### src/rtl/ellipse_tangent_points_assert.svh
`ifndef ELLIPSE_TANGENT_POINTS_ASSERT_SVH
`define ELLIPSE_TANGENT_POINTS_ASSERT_SVH

// same-cycle implication, sampled on clk, off during rst
`define ETP_ASSERT_IMP(lbl, ante, cons) \
  lbl: assert property (@(posedge clk) disable iff (rst) (ante) |-> (cons)) \
    else $error("etp assertion failed");

// next-cycle implication, sampled on clk, off during rst
`define ETP_ASSERT_NXT(lbl, ante, cons) \
  lbl: assert property (@(posedge clk) disable iff (rst) (ante) |=> (cons)) \
    else $error("etp assertion failed");

`endif

### src/rtl/etp_queue.sv
module etp_queue #(
  parameter int W     = 68,
  parameter int DEPTH = 4
) (
  input  logic         clk,
  input  logic         rst,
  input  logic         push,
  input  logic [W-1:0] din,
  input  logic         pop,
  output logic [W-1:0] dout,
  output logic         full,
  output logic         empty
);

  localparam int AW = (DEPTH > 1) ? $clog2(DEPTH) : 1;
  localparam int CW = $clog2(DEPTH + 1);

  logic [W-1:0]  mem [DEPTH];
  logic [AW-1:0] wr;
  logic [AW-1:0] rd;
  logic [CW-1:0] cnt;
  logic [AW-1:0] wr_next;
  logic [AW-1:0] rd_next;

  assign full    = cnt == CW'(DEPTH);
  assign empty   = cnt == '0;
  assign dout    = mem[rd];
  assign wr_next = (wr == AW'(DEPTH - 1)) ? '0 : wr + 1'b1;
  assign rd_next = (rd == AW'(DEPTH - 1)) ? '0 : rd + 1'b1;

  always_ff @(posedge clk) begin
    if (rst) begin
      wr  <= '0;
      rd  <= '0;
      cnt <= '0;
    end else begin
      if (push) wr <= wr_next;
      if (pop) rd <= rd_next;
      if (push && !pop) cnt <= cnt + 1'b1;
      else if (pop && !push) cnt <= cnt - 1'b1;
    end
  end

  always_ff @(posedge clk) begin
    if (push) mem[wr] <= din;
  end

endmodule

### config.mk
export PLATFORM = sky130hd
export DESIGN_NAME = etp_queue
export DESIGN_NICKNAME = d
export VERILOG_FILES = /design/src/rtl/ellipse_tangent_points_assert.svh /design/src/rtl/etp_queue.sv
export SDC_FILE = /design/constraint.sdc
export NUM_CORES = 1
export LEC_CHECK = 0
export BUFFER_PORTS_ARGS = -buffer_cell sky130_fd_sc_hd__buf_2
export CORE_UTILIZATION = 35
export CTS_CLUSTER_DIAMETER = 120
export CTS_CLUSTER_SIZE = 20
export DETAILED_ROUTE_END_ITERATION = 8
export PLACE_DENSITY = 0.58
export SLEW_MARGIN = 20
export SYNTH_ARGS = -nofsm -noshare
export SYNTH_HDL_FRONTEND = slang
export SYNTH_SLANG_ARGS = --single-unit
### constraint.sdc
create_clock -name clk -period 3.5 [get_ports clk]
set_clock_uncertainty 0.05 [all_clocks]
set_input_delay 0.7 -clock clk [delete_from_list [all_inputs] [get_ports clk]]
set_output_delay 0.7 -clock clk [all_outputs]
set_load 0.03 [all_outputs]
==> run_results.csv <==
group,metric,value,unit
critical_path,cp_max_fo,60,
detailed_routing,drt-met1-wl,7.64,mm
logic_synthesis,ys_types,20,
logic_synthesis,yosysMostFrequentCell,"edfxtp_1",
grt,grt_pass1_vias,4988,
logic_synthesis,netlist_area,0.0103,mm^2
detailed_routing,route.met2.wl,9.29,mm
floorplan,die_area,0.0301,mm^2
logic_synthesis,synth_top_area_frac,0.795,
logic_synthesis,ys.flop_type,"edfxtp_1",
critical_path,critPathMaxStageDelay,0.61,ns
power_and_ir_drop,powerDensity,560,mW/mm^2
clock_tree,cts_setup_buffers,0,
clock_tree,cts_tree,"built",
clock_tree,insertion_delay,0.50,ns
critical_path,cp-end-kind,"output port",
logic_synthesis,netlist_top_cells_count,"272 x edfxtp_1, 68 x mux4_2, 9 x dfxtp_1",
critical_path,worst-endpoint-required,2.75,ns
logic_synthesis,synthArstFlopShare,0,
critical_path,cp_data_arrival_time,2.27,ns
power_and_ir_drop,seq_power_share,0.581,
timing,rsz0062_at_grt,"false",
logic_synthesis,synthesis.nets,479,
logic_synthesis,synthCells,400,
logic_synthesis,synth_warnings,0,
logic_synthesis,synth_area_leaders,"edfxtp_1 79%, mux4_2 15%, dfxtp_1 1.8%",
critical_path,crit_type,"reg -> out",
critical_path,slowest_stage,"mux4_2",
run_status,status,"complete, no violations",
logic_synthesis,avgSynthCellArea,25.7,um^2
detailed_routing,via_count,4484,
power_and_ir_drop,ir_worst_vdd,0.000385,V
cells_and_area,final_nets,630,
power_and_ir_drop,leakagePower,0.00394,uW
power_and_ir_drop,switching_share,0.234,
cells_and_area,diodes,0,
placed_design,post_dp_cell_area,0.0115,mm^2
detailed_routing,wl_met3,1.08,mm
clock_tree,h-tree-depth,1,
floorplan,fp.dieW,173,um
detailed_routing,drt-vias-per-instance,4.77,
detailed_routing,wl_per_cell,19.5,um
grt,grt_max_degree,61,
clock_tree,cts.sinks,281,
floorplan,coreArea,0.0288,mm^2
timing,period_needed,3.02,ns
timing,fin_setup_tns,0,ns
job,drv_cap,0,
power_and_ir_drop,power.switching,1570,uW
floorplan,die_y,173,um
placed_design,dp_hpwl,11.1,mm
floorplan,rows,62,
clock_tree,cts_made_buffers,18,
clock_tree,clk_pin_slew,0.08,ns
detailed_routing,highest_layer,"met4",
logic_synthesis,synth_seq_cells,281,
detailed_routing,drc_errors,0,
placed_design,gp_congestion,0.678,
logic_synthesis,synth_edf_count,272,
detailed_routing,first_pass_iters,4,
timing,period_share,0.864,
power_and_ir_drop,power.internal,5140,uW
logic_synthesis,synth_area_leader_cell,"edfxtp_1",
power_and_ir_drop,pwr-share-comb,0.117,
placed_design,dp_slack,0.950,ns
timing,setup_viol,0,
placed_design,placement.io_buffers,141,
grt,grt_overflow,0,
detailed_routing,drt-total-wl,18.4,mm
hold_path,worstHoldPathType,"in -> reg",
timing,slew_viol_final,0,
clock_tree,cts_root_buffer,"clkbuf_16",
timing,hold_viol,0,
detailed_routing,drt-initial-drc-count,278,
grt,grt_pass1_wl,28.2,mm
cells_and_area,final_area,0.0120,mm^2
logic_synthesis,ys_seq_area_frac,0.812,
grt,antenna_found_initial,1,
detailed_routing,postRouteAntennaNets,0,
cells_and_area,area_delta_synth_final,16.6,%
clock_tree,cts_resized,0,
critical_path,worstPathCellList,"buf_12 -> mux4_2 -> buf_2",
cells_and_area,drive_gt1_frac,0.433,
floorplan,start_util,0.357,
timing,maxSlewHeadroom,0.642,
clock_tree,clk_path_buf_depth,3,
floorplan,pin_count,142,
clock_tree,ctsHoldBuffers,0,
grt,grt_usage,0.122,
power_and_ir_drop,power_frac_clock,0.303,
timing,fmax,331,MHz
timing,fin_ws,0.478,ns
critical_path,r2r_slack,1.65,ns
timing,worst_pin_slew,0.537,ns
critical_path,startpoint_type,"register",
placed cells by master, fill, tap and decap left out:
cell and count:
or3_1 1, mux2i_1 4, edfxtp_1 272, a21oi_1 2, dfxtp_4 2, nor2_1 7
ha_1 6, nor3b_1 2, o21ai_0 1, inv_16 1, mux4_2 68, xor2_1 2
fa_1 1, dfxtp_1 7, buf_12 6, and2_4 4, inv_1 4, clkbuf_16 19
nor3_1 1, buf_2 141, clkbuf_1 6
critical path, delay by kind of cell, from the launching register on:
kind                   cells  cell delay [ns]
flip-flops                 1             0.47
buffers and inverters      2             0.65
multiplexers               1             0.61
state kept, by name, indices dropped and copies added (netlist names), named ones only:
name	count
cnt	3
mem	272
rd	2
wr	2
path summary, 6_finish.rpt:
| path | start | endpoint | depth (start not counted) |
|---|---|---|---|
| hold reg to reg | cnt[2]$_SDFFE_PP0P_ | cnt[2]$_SDFFE_PP0P_ | 2 |
| setup / recovery | register | dout[59] | 3 |
| hold / removal | din[6] | mem[0][6]$_DFFE_PP_ | 1 |
| setup reg to reg | wr[0]$_SDFFE_PP0P_ | mem[0][64]$_DFFE_PP_ | 4 |
through the flow:
stage / total power, uW / utilization / std cells / hold WS, ns
floorplan: 4510 / - / 400 / 0.410
global placement: 4750 / 0.398 / 915 / 0.425
detailed placement: 4780 / 0.398 / 915 / 0.473
CTS: 6810 / 0.416 / 941 / 0.338
global route: 6960 / 0.416 / 941 / 0.346
finish: 6710 / 0.416 / 941 / 0.363
power by group through the flow:
stage	registers (uW)	clock network, uW	logic, uW
2_1_floorplan	3960	0	553
4_1_cts	3900	2100	802
5_1_grt	3910	2210	838
3_3_place_gp	3970	0	785
6_report	3900	2030	783
3_5_place_dp	3980	0	799
logic make-up (layout without fill, tap and decap cells):
group                      count (synthesis)  in the layout  synth area share
and+or+nand+nor                           15             15           0.00755
AOI/OAI and AO/OA                          3              3           0.00146
buffers and inverters                     20            177            0.0147
adders and majority gates                  7              7           0.00925
DFF                                      281            281             0.812
xor gates and xnor gates                   2              2           0.00170
muxes                                     72             72             0.153
cell type report:
type / instances / area, um^2
multi-input combinational: 99 / 1790
clock inverter: 1 / 20.0
clock buffer: 25 / 498
inverter: 4 / 15.0
sequential: 281 / 8360
timing repair buffer: 147 / 826
tap: 384 / 480
fill: 2495 / 16800
routing by layer:
metal / up-vias / track usage
li1: 1988 / -
met1: 2364 / 0.151
met2: 113 / 0.213
met3: 19 / 0.0327
met4: 0 / 0.0273
met5: - / 0
Power figures use the tool's default switching activity.
