===== src/rtl/ellipse_tangent_points_assert.svh =====
`ifndef ELLIPSE_TANGENT_POINTS_ASSERT_SVH
`define ELLIPSE_TANGENT_POINTS_ASSERT_SVH

// same-cycle implication, sampled on clk, off during rst
`define ETP_ASSERT_IMP(lbl, ante, cons) \
  lbl: assert property (@(posedge clk) disable iff (rst) (ante) |-> (cons)) \
    else $error("etp assertion failed");

// next-cycle implication, sampled on clk, off during rst
`define ETP_ASSERT_NXT(lbl, ante, cons) \
  lbl: assert property (@(posedge clk) disable iff (rst) (ante) |=> (cons)) \
    else $error("etp assertion failed");

`endif


===== src/rtl/etp_pkg.sv =====
package etp_pkg;

  localparam logic [1:0] ST_OK     = 2'd0;
  localparam logic [1:0] ST_IN_X   = 2'd1;
  localparam logic [1:0] ST_IN_Y   = 2'd2;
  localparam logic [1:0] ST_ORIGIN = 2'd3;

  localparam logic [7:0] REG_X_RADIUS = 8'd0;
  localparam logic [7:0] REG_Y_RADIUS = 8'd1;

  localparam logic [19:0] THRESH_INV = 20'd1000000;

  typedef struct packed {
    logic        nx;
    logic        ny;
    logic [31:0] ax;
    logic [31:0] ay;
    logic        org;
    logic [1:0]  icode;
  } item_t;

  typedef struct packed {
    logic       valid;
    logic       org;
    logic       interior;
    logic       dzero;
    logic [1:0] icode;
  } meta_t;

  typedef struct packed {
    logic [1:0]  status;
    logic [31:0] first_x;
    logic [31:0] first_y;
    logic [31:0] second_x;
    logic [31:0] second_y;
  } result_t;

endpackage


===== src/rtl/etp_front.sv =====
module etp_front #(
  parameter int FRAC_BITS = 16
) (
  input  logic              clk,
  input  logic              rst,
  input  logic              in_valid,
  output logic              in_ready,
  input  logic [31:0]       in_x,
  input  logic [31:0]       in_y,
  input  logic [63:0]       rx2,
  input  logic [63:0]       ry2,
  input  logic              full,
  output logic              push,
  output etp_pkg::item_t    item
);

  logic        en;
  logic        sa_valid;
  logic [31:0] sa_x;
  logic [31:0] sa_y;
  logic        sb_valid;
  logic        sb_nx;
  logic        sb_ny;
  logic [31:0] sb_ax;
  logic [31:0] sb_ay;
  logic [51:0] sb_mx;
  logic [51:0] sb_my;
  logic [31:0] ax_c;
  logic [31:0] ay_c;
  logic        xbr;
  logic        ybr;

  assign en       = !sb_valid || !full;
  assign in_ready = en;

  assign ax_c = sa_x[31] ? (32'd0 - sa_x) : sa_x;
  assign ay_c = sa_y[31] ? (32'd0 - sa_y) : sa_y;

  always_ff @(posedge clk) begin
    if (rst) begin
      sa_valid <= 1'b0;
      sb_valid <= 1'b0;
    end else if (en) begin
      sa_valid <= in_valid;
      sb_valid <= sa_valid;
    end
  end

  always_ff @(posedge clk) begin
    if (en) begin
      sa_x  <= in_x;
      sa_y  <= in_y;
      sb_nx <= sa_x[31];
      sb_ny <= sa_y[31];
      sb_ax <= ax_c;
      sb_ay <= ay_c;
      sb_mx <= 52'(ax_c) * 52'(etp_pkg::THRESH_INV);
      sb_my <= 52'(ay_c) * 52'(etp_pkg::THRESH_INV);
    end
  end

  assign xbr  = 64'(sb_mx) > (rx2 >> FRAC_BITS);
  assign ybr  = 64'(sb_my) > (ry2 >> FRAC_BITS);
  assign push = sb_valid && !full;

  assign item.nx    = sb_nx;
  assign item.ny    = sb_ny;
  assign item.ax    = sb_ax;
  assign item.ay    = sb_ay;
  assign item.org   = !xbr && !ybr;
  assign item.icode = xbr ? etp_pkg::ST_IN_X : etp_pkg::ST_IN_Y;

endmodule


===== config.mk =====
export PLATFORM = sky130hd
export DESIGN_NAME = etp_front
export DESIGN_NICKNAME = d
export VERILOG_FILES = /design/src/rtl/ellipse_tangent_points_assert.svh /design/src/rtl/etp_pkg.sv /design/src/rtl/etp_front.sv
export SDC_FILE = /design/constraint.sdc
export NUM_CORES = 1
export LEC_CHECK = 0
export BUFFER_PORTS_ARGS = -buffer_cell sky130_fd_sc_hd__buf_2
export CAP_MARGIN = 25
export CORE_MARGIN = 3
export CORE_UTILIZATION = 35
export DETAILED_ROUTE_END_ITERATION = 8
export GPL_TIMING_DRIVEN = 0
export PLACE_DENSITY = 0.57
export SKIP_LAST_GASP = 1
export SLEW_MARGIN = 20
export SYNTH_ARGS = -nofsm -noshare
export SYNTH_HDL_FRONTEND = slang
export SYNTH_SLANG_ARGS = --single-unit
export TNS_END_PERCENT = 100

===== constraint.sdc =====
create_clock -name clk -period 7.2 [get_ports clk]
set_input_delay 1.44 -clock clk [delete_from_list [all_inputs] [get_ports clk]]
set_output_delay 1.44 -clock clk [all_outputs]
set_load 0.05 [all_outputs]

==> results of run 1 <==
## per-layer routing
metal	share of wire	wire, um
met1	0.43	26200
met2	0.51	30800
met3	0.042	2580
met4	0.023	1410
met5	0	0
## through the flow
step	setup WS (ns)	utilization	area, um^2	setup TNS [ns]	hold slack (ns)
after detailed placement	-2.17	0.394	27200	-59.06	0.441
after floorplan	-0.144	-	24800	-0.564	0.424
after global placement	-2.10	0.393	27100	-57.04	0.440
after global routing	-0.589	0.455	31400	-10.10	0.524
after CTS	-0.323	0.435	30000	-3.12	0.493
final	-0.385	0.455	31400	-4.20	0.511
## worst max-delay path by stage
stage,start,endpoint,cells past startpoint
finish,sa_y[3],sb_my[51],28
global route,sa_y[3],sb_my[49],24
CTS,sa_y[4],sb_my[49],28
detailed placement,sa_y[31],sb_my[50],23
global placement,sa_y[31],sb_my[50],23
floorplan,sa_y[3],sb_my[51],29
## placed cells by master, fill, tap and decap left out, drive strengths merged, types with 11 or more instances in the layout
cell type and instances:
a21o 84, clkbuf 33, o21ai 77, or3 14
nand3 23, clkinv 15, ha 379, nand4 35
and3 12, a211oi 13, xor2 67, edfxtp 216
nor2 86, a21oi 118, fa 244, o21a 13
inv 579, nor2b 11, buf 426, o31ai 14
nor3 21, o21bai 24, o41ai 11, nand2 65
xnor2 131
## cell families (layout without fill, tap and decap cells)
kind of cell | after synthesis | after routing | share of synthesized area
mux | 1 | 1 | 0.000408
flops | 218 | 218 | 0.266
buf+inv | 617 | 1060 | 0.0957
simple gates | 318 | 318 | 0.0667
xor+xnor | 198 | 198 | 0.0710
compound gates | 403 | 403 | 0.107
fa+ha+maj | 626 | 626 | 0.394
## sequential cells by signal (all words and copies together), names as in the netlist
signal / cells
sa_y: 32
sb_ax: 32
sb_ny: 1
sb_mx: 43
sa_x: 32
sa_valid: 1
sb_valid: 1
sb_ay: 32
sb_my: 43
sb_nx: 1
## repair_timing
action | in CTS | in global routing
gates resized for setup | 198 | 190
pin swaps | 83 | 127
buffers inserted | 111 | 59
setup endpoints to repair | 56 | 36
## cell type report
class / instances / area (um^2)
fillers: 6368 / 37700
repair buffers: 411 / 2650
clock inverters: 21 / 213
clock buffers: 29 / 704
inverters: 580 / 2200
multi-input cells: 1546 / 17800
flip-flops and latches: 218 / 6530
well taps: 931 / 1160
plain buffers: 19 / 178
==> run_results.csv, run 1 <==
group,metric,value,unit
sta,hold_viol_final,0,
floorplanning,die_height,271,um
final_layout,area_growth,28.0,%
final_layout,num-nets-final,3623,
status,violations,"negative setup slack",
sta,slew_violations,0,
global_route,grt_pass1_wl,96200,um
placement,place_inst,3552,
worst_setup_path,critPathLaunchType,"flip-flop",
global_route,grt_usage,0.161,
worst_setup_path,crit_required,7.51,ns
cts,cts_num_sinks,218,
sta,setup_ws,-0.385,ns
yosys,yosysTopAreaCellShare,0.264,
worst_setup_path,cp_data_arrival_time,7.90,ns
placement,portBuffers,234,
worst_setup_path,crit_slowest_cell,"or4_4",
yosys,ys_seq_area_frac,0.266,
min_path,hold_end,"sb_nx",
route,ant_nets,0,
global_route,grtUsageMet3,0.0201,
global_route,use_met2,0.283,
global_route,grt.busiest_layer,"met2",
yosys,synth_top_area_cell,"edfxtp_1",
global_route,grt_max_degree,97,
floorplanning,coreArea,0.0691,mm^2
cts,clkTransAtPathRegs,0.06,ns
floorplanning,die-width,271,um
yosys,yosys.cell_count.top_type,"inv_1",
worst_setup_path,worst-path-buf-inv,6,
worst_setup_path,slowest_delay,0.57,ns
route,route.detailed.drc,0,
cts,cts_tree,"yes",
route,wl,61000,um
yosys,async_flop_share,0,
min_path,hold_depth,0,
cts,clock-root-buffer,"clkbuf_16",
final_layout,n_antenna_cell,0,
yosys,yosysUniqueCellTypes,69,
sta,worstMarginPinSlew,0.933,ns
route,first_pass_iters,5,
route,vias_per_cell,4.80,
route,via_count,18029,
sta,period_minus_slack,7.59,ns
floorplanning,start_util,0.355,
worst_setup_path,cp_max_fo,5,
placement,dp_hpwl,48200,um
yosys,synth_warnings,0,
yosys,ys_ff_latch,218,
worst_setup_path,reg2reg_to,"sb_my[51]",
min_path,hp-class,"reg2reg",
yosys,synth_common_cells,"574 x inv_1, 379 x ha_1, 244 x fa_1",
worst_setup_path,r2r_setup_slack,-0.39,ns
global_route,grt_pass1_vias,18687,
global_route,globalRoute.totalOverflow,0,
floorplanning,io_pins,267,
global_route,grtUsageMet1,0.212,
yosys,post_synth_main_area_contributors,"edfxtp_1 26%, fa_1 20%, ha_1 19%, inv_1 8.8%, xnor2_1 4.7%",
yosys,synthCells,2381,
worst_setup_path,end_kind,"flip-flop",
cts,h-tree-depth,1,
worst_setup_path,r2r-start,"sa_y[3]",
yosys,syn_nets,3200,
run,cap_violations,0,
floorplanning,fp.dieArea,0.0733,mm^2
worst_setup_path,rr_worst_depth,28,
cts,clk_latency,0.59,ns
worst_setup_path,crit_family,"adder cells",
yosys,netlist_area,0.0245,mm^2
sta,finalCritPeriodShare,1.05,
sta,setup_violations,20,
final_layout,drive_gt1_frac,0.275,
cts,holdBufCountCts,0,
route,wire_per_inst,16.2,um
cts,clk_path_buf_depth,3,
cts,cts_buffers,28,
yosys,synth_edf_count,216,
sta,fmax,132,MHz
yosys,synth_flop_cell,"edfxtp_1",
sta,relSlewSlack,0.374,
min_path,hp-start,"sa_x[31]",
worst_setup_path,crit_type,"reg2reg",
global_route,antenna_found_initial,8,
sta,rsz0062_at_grt,"yes",
placement,place_congestion,0.845,
route,drt_iter0_markers,890,
yosys,syn_area_per_cell,10.3,um^2
sta,fin_worst_skew,0.0314,ns
final_layout,finalNonFillerCells,3755,
status,status,"complete, but fails checks",
floorplanning,fp-row-count,96,
Power of run 1 is left out: the tool's default activity adds up to more than one toggle a clock period on the data nets, which glitch-free logic cannot reach.
==> inputs of run 2 (changes only) <==
--- a/config.mk
+++ b/config.mk
@@ -12,6 +12,7 @@
 export DETAILED_ROUTE_END_ITERATION = 8
 export GPL_TIMING_DRIVEN = 0
 export PLACE_DENSITY = 0.57
+export SETUP_SLACK_MARGIN = 0.2
 export SKIP_LAST_GASP = 1
 export SLEW_MARGIN = 20
 export SYNTH_ARGS = -nofsm -noshare
==> run 2 against run 1 <==
  * Worst setup slack improved by 0.20 ns
  * Clock skew fell by 0.012 ns
  * Critical path type unchanged
  * Hold slack got worse by 0.053 ns
  * Critical endpoint unchanged
  * The run still ends with negative setup slack left
  * Register-to-register slack improved by 0.20 ns
  * Fmax rose by 2.7%
  * Global-route usage rose by 0.18 points
  * Sequential share of layout area barely moved
  * Critical path depth rose by 1
  * Highest routed layer unchanged
==> run_results.csv, run 2 (same netlist as run 1, synthesis figures left out) <==
group,metric,value,unit
status,status,"complete, but fails checks",
status,violations,"negative setup slack",
floorplanning,io_pins,267,
cts,clk_latency,0.57,ns
worst_setup_path,cp.depth,29,
min_path,hold_depth,0,
final_layout,mostFrequentLayoutCells,"532 x inv_1, 338 x ha_1, 239 x buf_2, 239 x fa_1, 216 x edfxtp_1",
sta,rsz0062_at_grt,"yes",
final_layout,area_growth,27.9,%
floorplanning,fp.dieArea,0.0733,mm^2
floorplanning,die-width,271,um
global_route,grt_pass1_vias,18953,
route,via_count,18041,
cts,clock-root-buffer,"clkbuf_16",
route,wl,60800,um
sta,period_minus_slack,7.39,ns
cts,cts_buffers,29,
cts,clkTransAtPathRegs,0.07,ns
global_route,antenna_found_initial,5,
sta,setup_violations,19,
final_layout,num-nets-final,3616,
route,wire_per_inst,16.2,um
global_route,grt_max_degree,96,
global_route,globalRoute.totalOverflow,0,
worst_setup_path,crit_slowest_cell,"or4_4",
global_route,grt.busiest_layer,"met2",
worst_setup_path,rr_worst_depth,29,
final_layout,reg.largest.list,"sb_mx: 43 flops, sb_my: 43 flops",
final_layout,finalNonFillerCells,3749,
route,ant_nets,0,
worst_setup_path,end_kind,"flip-flop",
global_route,use_met2,0.283,
placement,dp_hpwl,48900,um
global_route,grtUsageMet1,0.218,
sta,worstMarginPinSlew,0.887,ns
worst_setup_path,crit_family,"adder cells",
global_route,grt_pass1_wl,97000,um
sta,setup_ws,-0.188,ns
sta,relSlewSlack,0.401,
sta,slew_violations,0,
route,first_pass_iters,5,
worst_setup_path,critPathLaunchType,"flip-flop",
worst_setup_path,crit_type,"reg2reg",
floorplanning,start_util,0.355,
sta,hold_viol_final,0,
floorplanning,fp-row-count,96,
cts,clk_path_buf_depth,3,
placement,place_congestion,0.880,
route,vias_per_cell,4.81,
cts,h-tree-depth,1,
run,cap_violations,0,
sta,fin_hold_ws,0.458,ns
route,route.detailed.drc,0,
final_layout,layout_commonest_cell,"inv_1",
global_route,grtUsageMet3,0.0197,
worst_setup_path,worst-path-buf-inv,7,
final_layout,drive_gt1_frac,0.269,
placement,dp_slack,-1.42,ns
placement,post_dp_cell_area,0.0276,mm^2
sta,fin_worst_skew,0.0193,ns
worst_setup_path,cp_max_fo,4,
global_route,grt_usage,0.163,
route,drt_iter0_markers,716,
sta,fmax,135,MHz
worst_setup_path,crit_required,7.52,ns
placement,place_inst,3552,
placement,portBuffers,234,
cts,cts_tree,"yes",
worst_setup_path,cp_data_arrival_time,7.70,ns
min_path,hp-class,"reg2reg",
final_layout,final_area,0.0314,mm^2
sta,finalCritPeriodShare,1.03,
cts,cts_num_sinks,218,
worst_setup_path,slowest_delay,0.60,ns
final_layout,fillers,6462,
floorplanning,coreArea,0.0691,mm^2
floorplanning,die_height,271,um
run 2: changes by cell type in the layout (fill, tap and decap cells not counted), moves of 4 or more:
cell,previous run,this run
inv_2,45,38
nand2_2,8,4
clkbuf_2,1,5
buf_2,235,239
ha_1,324,338
nand2_1,55,59
buf_8,1,5
clkbuf_1,2,7
inv_1,527,532
ha_2,13,2
buf_4,160,134
run 2: what timing repair did:
item                                    in CTS  in global routing
hold buffers                                 0                  0
resized for setup                          213                159
endpoints found under the setup margin      56                 42
buffers inserted                           110                 36
pin swaps                                  107                 91
run 2: path summary, 6_finish.rpt:
kind	from	end	slack [ns]
setup reg to reg	sa_y[9]	sb_my[51]	-0.19
hold reg to reg	sa_x[31]	sb_nx	0.46
hold / removal	sa_x[31]	sb_nx	0.46
setup / recovery	sa_y[9]	sb_my[51]	-0.19
run 2: area by class of cell:
type,count,area [um^2],share of cell area
repair buffers,386,2440,0.0779
multi-input cells,1546,17800,0.567
clock buffers,34,744,0.0237
flip-flops and latches,218,6530,0.208
plain buffers,36,342,0.0109
diodes,1,2.50,0.0000797
inverters,580,2200,0.0702
clock inverters,17,153,0.00486
well taps,931,1160,0.0371
run 2: routing by layer:
layer  part of all wire  wire (um)  vias to the layer above
met3              0.039       2360                       85
li1                   -          -                     8736
met2               0.50      30200                      334
met1               0.44      26900                     8886
met5                  0          0                        -
met4              0.022       1330                        0
run 2: stage by stage:
stage          utilization  TNS [ns]
2_1_floorplan            -    -0.741
3_3_place_gp         0.398    -39.53
3_5_place_dp         0.399    -40.89
4_1_cts              0.440     -1.46
5_1_grt              0.454     -6.84
6_report             0.454     -1.87
Power of run 2 is left out for the same reason.
